**src/design/tar_archive_stream_deframer_defines.svh**
```systemverilog
// assertion macros for the tar archive stream deframer
`ifndef TAR_ARCHIVE_STREAM_DEFRAMER_DEFINES_SVH
`define TAR_ARCHIVE_STREAM_DEFRAMER_DEFINES_SVH

// same-cycle implication, clocked on clk, held off during reset
`define TASD_ASSERT_NOW(lbl, ante, cons) \
    lbl: assert property (@(posedge clk) disable iff (!rst_n) (ante) |-> (cons)) \
        else $error("tar deframer assertion failed");

// next-cycle implication, clocked on clk, held off during reset
`define TASD_ASSERT_NEXT(lbl, ante, cons) \
    lbl: assert property (@(posedge clk) disable iff (!rst_n) (ante) |=> (cons)) \
        else $error("tar deframer assertion failed");

`endif

```
**src/design/tasd_pkg.sv**
```systemverilog
// shared constants for the tar archive stream deframer
`default_nettype none
package tasd_pkg;

    localparam int BLOCK_BYTES      = 512;
    localparam int OFF_W            = 9;
    localparam int SIZE_W           = 36;
    localparam int SIZE_FIELD_START = 124;
    localparam int SIZE_FIELD_BYTES = 12;
    localparam int TDATA_W          = 56;
    localparam int TUSER_W          = 4;

    // block phase, also the byte kind reported on the output
    localparam logic [1:0] KIND_HEADER  = 2'd0;
    localparam logic [1:0] KIND_PAYLOAD = 2'd1;
    localparam logic [1:0] KIND_PAD     = 2'd2;
    localparam logic [1:0] KIND_ENDED   = 2'd3;

    // size field parse stage
    localparam logic [1:0] PS_SKIP    = 2'd0;
    localparam logic [1:0] PS_COLLECT = 2'd1;
    localparam logic [1:0] PS_STOP    = 2'd2;

endpackage
`default_nettype wire

```
**src/design/tar_archive_stream_deframer.sv**
```systemverilog
// tar archive stream deframer: byte classification for a ustar stream
//
// s_axis carries the archive one byte per word. m_axis gives one word per
// input byte: the byte itself, its kind, its offset in a header block, the
// parsed member size on the last header byte, and flags for the end of a
// header, the last payload byte (tlast) and the end of the archive.
// Each accepted byte is held in an input register, classified by one
// stage of logic and written to the output register. Throughput is one
// byte per cycle while the receiver keeps m_axis_tready high;
// the state update (block offset, 36-bit payload count and the
// octal size accumulator) is the loop that sets that rate.
// When the receiver holds m_axis_tready low the output word waits, the
// input register fills, and s_axis_tready drops until the output moves.
// Reset puts the block in the header phase at offset zero with an empty
// size accumulator and both stages empty; after an all-zero header block
// every byte is reported with the ended kind until the next reset.
`default_nettype none
`include "tar_archive_stream_deframer_defines.svh"
module tar_archive_stream_deframer #(
    parameter int SIZE_FIELD_BYTES = tasd_pkg::SIZE_FIELD_BYTES
) (
    input  wire logic                         clk,
    input  wire logic                         rst_n,
    input  wire logic                         s_axis_tvalid,
    output logic                              s_axis_tready,
    input  wire logic [7:0]                   s_axis_tdata,  // data_byte[7:0]
    output logic                              m_axis_tvalid,
    input  wire logic                         m_axis_tready,
    // byte_out[7:0], header_offset[16:8], payload_size[52:17], zero fill
    output logic [tasd_pkg::TDATA_W-1:0]      m_axis_tdata,
    // byte_kind[1:0], header_done[2], archive_end[3]
    output logic [tasd_pkg::TUSER_W-1:0]      m_axis_tuser,
    output logic                              m_axis_tlast   // payload_last
);

    localparam int OFF_W  = tasd_pkg::OFF_W;
    localparam int SIZE_W = tasd_pkg::SIZE_W;
    localparam logic [OFF_W-1:0] FIELD_FIRST = OFF_W'(tasd_pkg::SIZE_FIELD_START);
    localparam logic [OFF_W-1:0] FIELD_END   =
        OFF_W'(tasd_pkg::SIZE_FIELD_START + SIZE_FIELD_BYTES);
    localparam logic [OFF_W-1:0] LAST_OFF    = OFF_W'(tasd_pkg::BLOCK_BYTES - 1);

    // pipeline control
    logic       advance;
    logic       in_valid_reg;
    logic [7:0] in_byte_reg;
    logic       out_valid_reg;

    // parser state
    logic [1:0]        phase_reg,       phase_next;
    logic [OFF_W-1:0]  block_off_reg,   block_off_next;
    logic [SIZE_W-1:0] size_acc_reg,    size_acc_next;
    logic [1:0]        parse_stage_reg, parse_stage_next;
    logic              all_zero_reg,    all_zero_next;
    logic [SIZE_W-1:0] pay_rem_reg,     pay_rem_next;
    logic [OFF_W-1:0]  pad_rem_reg,     pad_rem_next;

    // result fields
    logic [1:0]        kind_next;
    logic [OFF_W-1:0]  hoff_next;
    logic              hdone_next;
    logic [SIZE_W-1:0] psize_next;
    logic              plast_next;
    logic              aend_next;

    logic [7:0]        byte_out_reg;
    logic [1:0]        kind_reg;
    logic [OFF_W-1:0]  hoff_reg;
    logic              hdone_reg;
    logic [SIZE_W-1:0] psize_reg;
    logic              plast_reg;
    logic              aend_reg;

    logic       in_field;
    logic       is_space;
    logic       is_octal;
    logic       hdr_zero;

    assign advance       = !out_valid_reg || m_axis_tready;
    assign s_axis_tready = !in_valid_reg || advance;

    assign is_space = (in_byte_reg == 8'h20) || (in_byte_reg >= 8'h09 && in_byte_reg <= 8'h0d);
    assign is_octal = (in_byte_reg[7:3] == 5'b00110);
    assign in_field = (block_off_reg >= FIELD_FIRST) && (block_off_reg < FIELD_END);
    assign hdr_zero = all_zero_reg && (in_byte_reg == 8'h00);

    always_comb
    begin
        phase_next       = phase_reg;
        block_off_next   = block_off_reg;
        size_acc_next    = size_acc_reg;
        parse_stage_next = parse_stage_reg;
        all_zero_next    = all_zero_reg;
        pay_rem_next     = pay_rem_reg;
        pad_rem_next     = pad_rem_reg;
        kind_next        = phase_reg;
        hoff_next        = '0;
        hdone_next       = 1'b0;
        psize_next       = '0;
        plast_next       = 1'b0;
        aend_next        = 1'b0;

        case (phase_reg)
            tasd_pkg::KIND_HEADER:
            begin
                hoff_next     = block_off_reg;
                all_zero_next = hdr_zero;
                if (in_field)
                begin
                    // whitespace only skipped ahead of the first digit
                    if (parse_stage_reg == tasd_pkg::PS_SKIP && !is_space)
                    begin
                        parse_stage_next = tasd_pkg::PS_COLLECT;
                    end
                    if (parse_stage_next == tasd_pkg::PS_COLLECT)
                    begin
                        if (is_octal)
                        begin
                            size_acc_next = {size_acc_reg[SIZE_W-4:0], in_byte_reg[2:0]};
                        end
                        else
                        begin
                            parse_stage_next = tasd_pkg::PS_STOP;
                        end
                    end
                end
                if (block_off_reg == LAST_OFF)
                begin
                    if (hdr_zero)
                    begin
                        aend_next  = 1'b1;
                        phase_next = tasd_pkg::KIND_ENDED;
                    end
                    else
                    begin
                        hdone_next   = 1'b1;
                        psize_next   = size_acc_next;
                        pay_rem_next = size_acc_next;
                        // padding up to the next block boundary
                        pad_rem_next = OFF_W'(~size_acc_next[OFF_W-1:0] + 1'b1);
                        phase_next   = (size_acc_next != '0) ? tasd_pkg::KIND_PAYLOAD
                                                             : tasd_pkg::KIND_HEADER;
                    end
                    block_off_next   = '0;
                    size_acc_next    = '0;
                    parse_stage_next = tasd_pkg::PS_SKIP;
                    all_zero_next    = 1'b1;
                end
                else
                begin
                    block_off_next = block_off_reg + 1'b1;
                end
            end
            tasd_pkg::KIND_PAYLOAD:
            begin
                if (pay_rem_reg[SIZE_W-1:1] == '0)
                begin
                    plast_next   = 1'b1;
                    pay_rem_next = '0;
                    phase_next   = (pad_rem_reg != '0) ? tasd_pkg::KIND_PAD
                                                       : tasd_pkg::KIND_HEADER;
                end
                else
                begin
                    pay_rem_next = pay_rem_reg - 1'b1;
                end
            end
            tasd_pkg::KIND_PAD:
            begin
                if (pad_rem_reg[OFF_W-1:1] == '0)
                begin
                    pad_rem_next = '0;
                    phase_next   = tasd_pkg::KIND_HEADER;
                end
                else
                begin
                    pad_rem_next = pad_rem_reg - 1'b1;
                end
            end
            default:
            begin
                phase_next = tasd_pkg::KIND_ENDED;
            end
        endcase
    end

    // input register
    always_ff @(posedge clk or negedge rst_n)
    begin
        if (!rst_n)
        begin
            in_valid_reg <= 1'b0;
        end
        else if (s_axis_tready)
        begin
            in_valid_reg <= s_axis_tvalid;
        end
    end

    always_ff @(posedge clk)
    begin
        if (s_axis_tready && s_axis_tvalid)
        begin
            in_byte_reg <= s_axis_tdata;
        end
    end

    // parser state and output valid
    always_ff @(posedge clk or negedge rst_n)
    begin
        if (!rst_n)
        begin
            out_valid_reg   <= 1'b0;
            phase_reg       <= tasd_pkg::KIND_HEADER;
            block_off_reg   <= '0;
            size_acc_reg    <= '0;
            parse_stage_reg <= tasd_pkg::PS_SKIP;
            all_zero_reg    <= 1'b1;
            pay_rem_reg     <= '0;
            pad_rem_reg     <= '0;
        end
        else if (advance)
        begin
            out_valid_reg <= in_valid_reg;
            if (in_valid_reg)
            begin
                phase_reg       <= phase_next;
                block_off_reg   <= block_off_next;
                size_acc_reg    <= size_acc_next;
                parse_stage_reg <= parse_stage_next;
                all_zero_reg    <= all_zero_next;
                pay_rem_reg     <= pay_rem_next;
                pad_rem_reg     <= pad_rem_next;
            end
        end
    end

    // result register
    always_ff @(posedge clk)
    begin
        if (advance && in_valid_reg)
        begin
            byte_out_reg <= in_byte_reg;
            kind_reg     <= kind_next;
            hoff_reg     <= hoff_next;
            hdone_reg    <= hdone_next;
            psize_reg    <= psize_next;
            plast_reg    <= plast_next;
            aend_reg     <= aend_next;
        end
    end

    assign m_axis_tvalid = out_valid_reg;
    assign m_axis_tdata  = {{(tasd_pkg::TDATA_W - 8 - OFF_W - SIZE_W){1'b0}},
                            psize_reg, hoff_reg, byte_out_reg};
    assign m_axis_tuser  = {aend_reg, hdone_reg, kind_reg};
    assign m_axis_tlast  = plast_reg;

    `TASD_ASSERT_NOW(a_offset_only_in_header,
        out_valid_reg && kind_reg != tasd_pkg::KIND_HEADER, hoff_reg == '0)
    `TASD_ASSERT_NOW(a_last_only_on_payload,
        out_valid_reg && plast_reg, kind_reg == tasd_pkg::KIND_PAYLOAD)
    `TASD_ASSERT_NOW(a_header_flags_on_block_end,
        out_valid_reg && (hdone_reg || aend_reg), hoff_reg == LAST_OFF && !(hdone_reg && aend_reg))
    `TASD_ASSERT_NEXT(a_end_is_sticky,
        phase_reg == tasd_pkg::KIND_ENDED && in_valid_reg && advance,
        out_valid_reg && kind_reg == tasd_pkg::KIND_ENDED && phase_reg == tasd_pkg::KIND_ENDED)

endmodule
`default_nettype wire
```
**config.mk**
```make
export PLATFORM = sky130hd
export DESIGN_NAME = tar_archive_stream_deframer
export DESIGN_NICKNAME = d
export VERILOG_FILES = /design/src/design/tasd_pkg.sv /design/src/design/tar_archive_stream_deframer.sv
export VERILOG_INCLUDE_DIRS = /design/src /design/src/design
export SDC_FILE = /design/constraint.sdc
export NUM_CORES = 1
export LEC_CHECK = 0
export BUFFER_PORTS_ARGS = -buffer_cell sky130_fd_sc_hd__clkbuf_2
export CORE_ASPECT_RATIO = 1.4
export CORE_UTILIZATION = 56
export CTS_BUF_LIST = sky130_fd_sc_hd__clkbuf_4 sky130_fd_sc_hd__clkbuf_8
export DETAILED_ROUTE_END_ITERATION = 12
export PLACE_DENSITY = 0.89
export SLEW_MARGIN = 30
export SYNTH_ARGS = -nofsm -noshare
export SYNTH_HDL_FRONTEND = slang
export SYNTH_SLANG_ARGS = --single-unit
export TNS_END_PERCENT = 100
```
**constraint.sdc**
```tcl
create_clock -name clk -period 3.6 [get_ports clk]
set_input_delay 0.36 -clock clk [delete_from_list [all_inputs] [get_ports clk]]
set_output_delay 0.36 -clock clk [all_outputs]
set_load 0.005 [all_outputs]
```
==> results.py, run 1 <==
metrics = {
    "run_status": {
        "outcome": "finished, final reports clean",
    },
    "route": {
        "vias": 6556,
        "post_drt_wl_per_cell_um": 19.87,
        "ant_nets": 0,
        "avgViaCountPerCell": 6.491,
        "drtIter0Drc": 511,
        "drt_pre_antenna_iters": 6,
        "drt_wl_total_um": 20070,
        "drc_errors": 0,
    },
    "layout": {
        "final_nets": 834,
        "area_growth_pct": 12.75,
        "stdcell_area_sq_um": 8972,
        "fillers": 1116,
        "n_antenna_cell": 0,
        "drive_above_1_share_pct": 16.73,
        "regArea_sq_um": 4410,
        "multi_input_comb_area_sq_um": 3291,
    },
    "global_route": {
        "antenna_found_initial": 0,
        "grt_pass1_wl_um": 31920,
        "grt_overflow": 0,
        "grt_use_total_pct": 29.12,
        "grt_max_degree": 70,
        "grt_pass1_vias": 6261,
    },
    "synthesis": {
        "postSynth.asyncResetShare_pct": 59.51,
        "synth-main-ff-cell": "dfrtp_1",
        "postSynthCellCount": 746,
        "netlist.area_leader.share_pct": 30.19,
        "synth_warnings": 0,
        "synth.most_common_cell": "dfrtp_1",
        "seq_area_frac_synth_pct": 55.42,
        "yosys.cell_types.count": 62,
        "synth_top_area_cell": "dfrtp_1",
        "synth_edf_count": 66,
        "synth_common_cells": "dfrtp_1, nor2_1, edfxtp_1",
        "ys_ff_latch": 163,
        "syn_area_sq_um": 7958,
        "synth_area_leaders": "dfrtp_1, edfxtp_1, mux2i_1",
        "synth_area_per_cell_sq_um": 10.67,
    },
    "sta": {
        "period_needed_ps": 3249,
        "setup_viol": 0,
        "setup_ws_ps": 350.7,
        "hold_viol": 0,
        "grt_setup_unrepaired": "no",
        "relSlewSlack_pct": 48.47,
        "tns_ps": 0,
        "max_freq_ghz": 0.3078,
        "fin_hold_ws_ps": 58.71,
        "fin_crit_sh_pct": 90.26,
        "worstMarginPinSlew_ps": 772.9,
        "skew_ps": 12.94,
        "final-max-slew-violation-count": 0,
    },
    "floorplan": {
        "die_width_um": 102.7,
        "dieArea_sq_um": 14700,
        "start_util_pct": 57.20,
        "coreArea_sq_um": 13910,
        "die_y_um": 143.0,
        "rows": 51,
        "io_pins": 75,
    },
    "power": {
        "p_leak_nw": 3.986,
        "powerDensity_nw_per_um2": 422.0,
        "vdd.ir_drop.worst_mv": 0.3026,
        "power_mw": 3.787,
    },
    "worst_setup_path": {
        "max_stage_delay_ps": 520,
        "criticalPathCategory": "reg2reg",
        "cp_top_family": "simple AND/OR/NAND/NOR gates",
        "cp_data_arrival_time_ps": 3600,
        "worst-path-max-fanout": 9,
        "worstSetupEndpointType": "flip-flop",
        "required_ps": 3950,
        "critPathBufInv": 0,
        "crit_path_frequent_cell": "mux2i_1",
        "crit_chain": "or4_1 -> o22ai_2 -> nand4b_1 -> mux2i_1 -> ha_1 -> nor4b_4 -> nand2b_1 -> xnor2_1 -> mux2i_1 -> a22oi_1 -> o21ai_0",
        "startpoint_type": "flip-flop",
        "critical_path.slowest_cell": "or4_1",
    },
    "clocking": {
        "cts_tree": "yes",
        "cts_root_buf": "clkbuf_8",
        "cts_sinks": 163,
        "cts_buffer_depth": 2,
        "htree_num_levels": 4,
        "clkTransAtPathRegs_ps": 90,
        "clk_latency_ps": 470,
        "numCtsBuffers": 17,
    },
    "min_path": {
        "min_path_type": "in2reg",
    },
    "placed_design": {
        "portBuffers": 71,
        "post_dp_cell_area_sq_um": 8507,
        "routabilityCongestion": 0.8713,
        "hpwl_um": 13560,
        "dp_slack_ps": 175.4,
    },
    "flow_run": {
        "drv_cap": 0,
    },
}
==> metal layers <==
metal | share of wire, % | GRT usage, %
met5 | 0 | 0
met4 | 4.8 | 16.60
met3 | 7.5 | 5.433
met2 | 51 | 49.02
met1 | 37 | 34.54
==> final cells by class <==
| class | instances | share of cell area (%) |
|---|---|---|
| flip-flops and latches | 163 | 49.16 |
| multi-input cells | 519 | 36.68 |
| repair buffers | 93 | 6.038 |
| clock buffers | 22 | 3.026 |
| inverters | 18 | 0.7530 |
| clock inverters | 10 | 1.771 |
| well taps | 185 | 2.580 |
==> final timing paths <==
kind,slack (ps),from,endpoint,cells past startpoint
worst min register to register,490,in_valid_reg$_DFFE_PN0N_,m_axis_tvalid$_DFFE_PN0N_,1
min in group asynchronous,480,rst_n,pay_rem_reg[15]$_DFFE_PN0P_,2
max in group asynchronous,2390,rst_n,all_zero_reg$_DFFE_PN1P_,3
worst min-delay path,60,s_axis_tdata[0],in_byte_reg[0]$_DFFE_PP_,1
worst max register to register,350,block_off_reg[4]$_DFFE_PN0P_,pad_rem_reg[6]$_DFFE_PN0P_,11
worst max-delay path,350,block_off_reg[4]$_DFFE_PN0P_,pad_rem_reg[6]$_DFFE_PN0P_,11
==> cells in the final DEF, fill, tap and decap left out, types with 22 or more instances in the layout <==
cell type,instances
a22o_1,31
nand2_1,46
edfxtp_1,66
nor2_1,87
nor3_1,22
clkbuf_2,70
mux2i_1,39
o21ai_0,63
dfrtp_1,96
==> power breakdown <==
part | leakage [nW] | total [mW] | internal (mW) | switching (mW)
clock | 0.220 | 1.45 | 0.791 | 0.659
combinational | 1.79 | 0.240 | 0.0914 | 0.149
sequential | 1.97 | 2.10 | 2.03 | 0.0644
==> what timing repair did <==
item / 4_1_cts / 5_1_grt
gates resized for setup: 1 / 2
endpoints found under the setup margin: 1 / 1
hold endpoints to repair: 0 / 67
hold buffers: 0 / 1
buffers inserted: 0 / 0
==> through the flow <==
step	cells	util [%]
after floorplan	748	-
after global placement	977	61.15
after detailed placement	977	61.15
after CTS	1009	64.29
after global routing	1010	64.50
final	1010	64.50
==> cells by family (layout without fill, tap and decap cells) <==
family	after synthesis	in the layout	synth area share (%)
flops	163	163	55.42
fa+ha+maj	10	10	1.572
buf+inv	66	143	3.585
other cells	1	3	0.04712
mux	39	39	4.906
xor+xnor	14	14	1.541
simple gates	261	261	16.18
compound gates	192	192	16.75
Note: power is estimated with default switching activity, not from simulation.
==> run 2, diff against run 1 <==
- MAX_ROUTING_LAYER: unset -> met4
==> run 2 against run 1 <==
Net effect: clock-buffer cell count down 2; global-route usage down 0.088 points; highest routed layer unchanged; largest cell class unchanged; clock power down 5%; total power down 1.9%; worst hold slack better by 7.5 ps; largest power group unchanged.
==> results.py, run 2 (same netlist as run 1, synthesis figures left out) <==
metrics = {
    "power": {
        "power_mw": 3.713,
        "p_leak_nw": 3.963,
        "powerDensity_nw_per_um2": 415.2,
        "vdd.ir_drop.worst_mv": 0.3268,
    },
    "worst_setup_path": {
        "criticalPathCategory": "reg2reg",
        "critical_path.slowest_cell": "or4_1",
        "crit_chain": "or4_1 -> o22ai_1 -> nand4b_1 -> mux2i_1 -> ha_1 -> nor4b_2 -> nand2b_1 -> xnor2_1 -> mux2i_1 -> a22oi_1 -> o21ai_0",
        "worstSetupEndpointType": "flip-flop",
        "worstReg2RegEnd": "pad_rem_reg[6]$_DFFE_PN0P_",
        "rr_worst_depth": 11,
        "cp-startpoint": "block_off_reg[4]$_DFFE_PN0P_",
        "critPathBufInv": 0,
        "max_stage_delay_ps": 500,
        "cp_data_arrival_time_ps": 3510,
        "cp_top_family": "simple AND/OR/NAND/NOR gates",
        "startpoint_type": "flip-flop",
        "worst-path-max-fanout": 9,
        "rr_startpoint": "block_off_reg[4]$_DFFE_PN0P_",
        "r2r_slack_ps": 440,
        "crit_path_frequent_cell": "mux2i_1",
        "required_ps": 3950,
    },
    "placed_design": {
        "hpwl_um": 13280,
        "routabilityCongestion": 0.8743,
        "portBuffers": 71,
    },
    "route": {
        "drtIter0Drc": 519,
        "avgViaCountPerCell": 6.367,
        "post_drt_wl_per_cell_um": 19.14,
        "ant_nets": 0,
        "drt_pre_antenna_iters": 5,
        "vias": 6437,
        "drt_wl_total_um": 19350,
        "drc_errors": 0,
    },
    "clocking": {
        "htree_num_levels": 4,
        "cts_sinks": 163,
        "cts_root_buf": "clkbuf_8",
        "cts_buffer_depth": 2,
        "cts_tree": "yes",
        "clkTransAtPathRegs_ps": 90,
        "numCtsBuffers": 17,
        "clk_latency_ps": 470,
    },
    "min_path": {
        "min_path_type": "in2reg",
        "hp-start": "s_axis_tdata[0]",
        "hold_path_end": "in_byte_reg[0]$_DFFE_PP_",
        "whs_path_depth": 1,
    },
    "sta": {
        "fin_crit_sh_pct": 87.83,
        "setup_viol": 0,
        "grt_setup_unrepaired": "no",
        "max_freq_ghz": 0.3163,
        "period_needed_ps": 3162,
        "final-max-slew-violation-count": 0,
        "hold_viol": 0,
        "tns_ps": 0,
        "skew_ps": 13.93,
        "worstMarginPinSlew_ps": 882.1,
        "relSlewSlack_pct": 41.20,
    },
    "flow_run": {
        "drv_cap": 0,
    },
    "floorplan": {
        "io_pins": 75,
        "coreArea_sq_um": 13910,
        "dieArea_sq_um": 14700,
        "die_y_um": 143.0,
        "start_util_pct": 57.20,
        "die_width_um": 102.7,
        "rows": 51,
    },
    "layout": {
        "layout_commonest_cell": "dfrtp_1",
        "n_antenna_cell": 0,
        "mostFrequentLayoutCells": "dfrtp_1, nor2_1, clkbuf_2",
        "area_growth_pct": 12.39,
        "final_nets": 835,
        "drive_above_1_share_pct": 16.83,
    },
    "run_status": {
        "outcome": "finished, final reports clean",
    },
    "global_route": {
        "grt_max_degree": 73,
        "antenna_found_initial": 0,
        "grt_use_total_pct": 29.03,
        "grt_overflow": 0,
        "grt_pass1_wl_um": 31330,
        "grt_pass1_vias": 6243,
    },
}
[run 2: power breakdown]
part           internal, mW  switching [mW]
clock                 0.666           0.713
sequential             2.03          0.0623
combinational        0.0926           0.146
total                  2.79           0.922
[run 2: worst reg2reg max path: cells and delay by family (launching register included)]
family | cells | cell delay, ps
XOR/XNOR | 1 | 150
adder cells (fa/ha/maj) | 1 | 250
AND/OR/NAND/NOR | 4 | 1250
multiplexers | 2 | 360
flip-flops | 1 | 470
AO/OA/AOI/OAI | 3 | 580
[run 2: final cells by class]
| cell class | instances | area [sq um] |
|---|---|---|
| timing repair buffer | 94 | 549.3 |
| sequential | 163 | 4410 |
| multi-input combinational | 519 | 3276 |
| inverter | 18 | 67.56 |
| clock inverter | 12 | 146.4 |
| clock buffer | 20 | 262.8 |
| fill | 1101 | 4967 |
| tap | 185 | 231.5 |
[run 2: worst max-delay path by stage]
stage                                 end  slack (ps)  depth (start not counted)
2_1_floorplan  pad_rem_reg[6]$_DFFE_PN0P_         300                         13
3_3_place_gp   pad_rem_reg[6]$_DFFE_PN0P_         350                         11
3_5_place_dp   pad_rem_reg[6]$_DFFE_PN0P_         200                         11
4_1_cts        pad_rem_reg[6]$_DFFE_PN0P_         190                         11
5_1_grt        pad_rem_reg[6]$_DFFE_PN0P_          30                         11
6_report       pad_rem_reg[6]$_DFFE_PN0P_         440                         11
[run 2: stage by stage]
step / cell area [sq um] / util [%] / instances / hold WS (ps) / setup WS, ps
2_1_floorplan: 7965 / - / 748 / 64.41 / 298.3
3_3_place_gp: 8514 / 61.21 / 978 / 459.0 / 353.6
3_5_place_dp: 8514 / 61.21 / 978 / 471.2 / 196.0
4_1_cts: 8924 / 64.15 / 1010 / 51.61 / 187.8
5_1_grt: 8944 / 64.29 / 1011 / 54.13 / 25.24
6_report: 8944 / 64.29 / 1011 / 66.24 / 438.3
[run 2: timing repair]
action | CTS | global route
resized for setup | 0 | 1
endpoints found under the hold margin | 0 | 70
buffers inserted | 0 | 0
hold buffers | 0 | 1
endpoints found under the setup margin | 0 | 2
[run 2: metal layers]
metal  global-route usage (%)  up-vias  routed length (um)
li1                         -     2917                   -
met4                    13.94        0                 857
met5                        -        -                   0
met1                    34.11     3099                7269
met3                    5.335       82                1282
met2                    47.72      339                9936
==> run 3, diff against run 2 <==
- REMOVE_ABC_BUFFERS: unset -> 1
==> run 3 against run 2 <==
Net effect: flip-flop and latch count stayed put; wire length rose by 1.0%; clock skew decreased by 5.5 ps; critical path type unchanged; critical endpoint unchanged; cell count grew 0.40%; total power grew 0.25%; critical path depth did not move; worst setup slack got worse by 170 ps; maximum frequency is 5.0% lower.
==> results.py, run 3 (same netlist as run 1, synthesis figures left out) <==
metrics = {
    "run_status": {
        "outcome": "finished, final reports clean",
    },
    "layout": {
        "mostFrequentLayoutCells": "dfrtp_1, nor2_1, clkbuf_2",
        "multi_input_comb_area_sq_um": 3276,
        "final_core_util_pct": 64.45,
        "area_growth_pct": 12.67,
        "fillers": 1113,
        "n_antenna_cell": 0,
        "regArea_sq_um": 4410,
        "final_nets": 839,
        "layout_commonest_cell": "dfrtp_1",
        "drive_above_1_share_pct": 16.87,
    },
    "global_route": {
        "grt_pass1_vias": 6352,
        "grt_max_degree": 71,
        "grt_use_total_pct": 29.44,
        "antenna_found_initial": 0,
        "grt_overflow": 0,
        "grt_pass1_wl_um": 31830,
    },
    "worst_setup_path": {
        "startpoint_type": "flip-flop",
        "critical_path.slowest_cell": "or4_1",
        "crit_chain": "or4_1 -> o22ai_1 -> nand4b_1 -> mux2i_1 -> ha_1 -> nor4b_2 -> nand2b_1 -> xnor2_1 -> mux2i_1 -> a22oi_1 -> o21ai_0",
        "cp_top_family": "simple AND/OR/NAND/NOR gates",
        "cp_data_arrival_time_ps": 3660,
        "required_ps": 3940,
        "crit_path_frequent_cell": "mux2i_1",
        "worstSetupEndpointType": "flip-flop",
        "criticalPathCategory": "reg2reg",
        "critPathBufInv": 0,
        "max_stage_delay_ps": 490,
        "worst-path-max-fanout": 9,
    },
    "floorplan": {
        "dieArea_sq_um": 14700,
        "rows": 51,
        "io_pins": 75,
        "die_width_um": 102.7,
        "coreArea_sq_um": 13910,
        "start_util_pct": 57.20,
        "die_y_um": 143.0,
    },
    "route": {
        "post_drt_wl_per_cell_um": 19.26,
        "drt_pre_antenna_iters": 6,
        "avgViaCountPerCell": 6.438,
        "drt_wl_total_um": 19550,
        "drc_errors": 0,
        "ant_nets": 0,
        "drtIter0Drc": 729,
        "vias": 6535,
    },
    "sta": {
        "max_freq_ghz": 0.3006,
        "fin_hold_ws_ps": 72.83,
        "setup_viol": 0,
        "hold_viol": 0,
        "skew_ps": 8.440,
        "fin_crit_sh_pct": 92.42,
        "relSlewSlack_pct": 50.65,
        "period_needed_ps": 3327,
        "worstMarginPinSlew_ps": 738.5,
        "grt_setup_unrepaired": "no",
        "final-max-slew-violation-count": 0,
    },
    "power": {
        "pwr-share-comb_pct": 6.4,
        "power.internal_mw": 2.835,
        "p_leak_nw": 3.968,
        "p_sw_share_pct": 23.84,
        "powerDensity_nw_per_um2": 415.2,
        "pwr-share-seq_pct": 56.3,
        "pwr-share-clk_pct": 37.3,
        "switchingPower_uw": 887.6,
        "vdd.ir_drop.worst_mv": 0.2613,
    },
    "clocking": {
        "cts_root_buf": "clkbuf_8",
        "cts_buffer_depth": 2,
        "postCtsSetupBuffers": 0,
        "htree_num_levels": 4,
        "clkTransAtPathRegs_ps": 80,
        "cts_sinks": 163,
        "numCtsBuffers": 17,
        "cts_tree": "yes",
        "clk_latency_ps": 460,
    },
    "placed_design": {
        "routabilityCongestion": 0.9496,
        "hpwl_um": 13550,
        "portBuffers": 71,
    },
    "flow_run": {
        "drv_cap": 0,
    },
    "min_path": {
        "min_path_type": "in2reg",
    },
}
==> run 3: changes by cell type in the layout (fill, tap and decap cells not counted), sizes merged <==
cell      before  now
buf           23   27
inv           23   19
clkinv         3    6
bufinv         2    3
clkbuf        90   89
clkinvlp       2    3
==> run 3: final timing paths <==
check                                             start                         end  slack [ps]  cells past startpoint
setup / recovery           block_off_reg[4]$_DFFE_PN0P_  pad_rem_reg[6]$_DFFE_PN0P_         270                     11
hold / removal                          s_axis_tdata[5]    in_byte_reg[5]$_DFFE_PP_          70                      1
setup reg to reg           block_off_reg[4]$_DFFE_PN0P_  pad_rem_reg[6]$_DFFE_PN0P_         270                     11
hold reg to reg                in_byte_reg[6]$_DFFE_PP_   byte_out_reg[6]$_DFFE_PP_         490                      0
max in group asynchronous                         rst_n    all_zero_reg$_DFFE_PN1P_        2360                      3
min in group asynchronous                         rst_n  pad_rem_reg[7]$_DFFE_PN0P_         470                      2
==> run 3: repair_timing <==
action	CTS	global route
hold buffers	0	1
resized for setup	0	1
setup endpoints to repair	0	3
hold endpoints to repair	0	68
==> run 3: power groups by stage <==
stage | Sequential (mW) | Clock (mW) | Combinational (mW)
after CTS | 2.09 | 1.39 | 0.242
after global routing | 2.11 | 1.46 | 0.271
after global placement | 2.13 | 0 | 0.234
after floorplan | 2.13 | 0 | 0.115
after detailed placement | 2.13 | 0 | 0.240
final | 2.09 | 1.39 | 0.239
==> run 3: worst register-to-register path: cells and delay by family, from the launching register on <==
kind                       cells  cell delay (ps)
xor gates and xnor gates       1              160
DFF                            1              470
AOI/OAI and AO/OA              3              590
muxes                          2              380
and+or+nand+nor                4             1340
adders and majority gates      1              270
==> run 3: per-stage QoR <==
stage	TNS, ps	cells	setup slack [ps]	area [sq um]	power (mW)
after CTS	0	1014	35.31	8946	3.725
after global placement	0	982	264.0	8532	2.361
after detailed placement	0	982	88.97	8532	2.372
after floorplan	-78120	700	-1746	7747	2.241
after global routing	0	1015	21.70	8966	3.844
final	0	1015	272.8	8966	3.723
==> run 3: cell type report <==
type | instances | area share (%)
Multi-Input combinational cell | 519 | 36.53
Inverter | 18 | 0.7536
Timing Repair Buffer | 98 | 6.322
Clock buffer | 19 | 2.847
Sequential cell | 163 | 49.19
Clock inverter | 13 | 1.772
Tap cell | 185 | 2.582
==> run 3: layer usage <==
metal	vias up	GRT usage (%)	part of all wire [%]
met3	86	5.384	7.4
met2	364	47.40	50
li1	2925	-	-
met4	0	16.83	4.9
met5	-	-	0
met1	3160	34.33	38
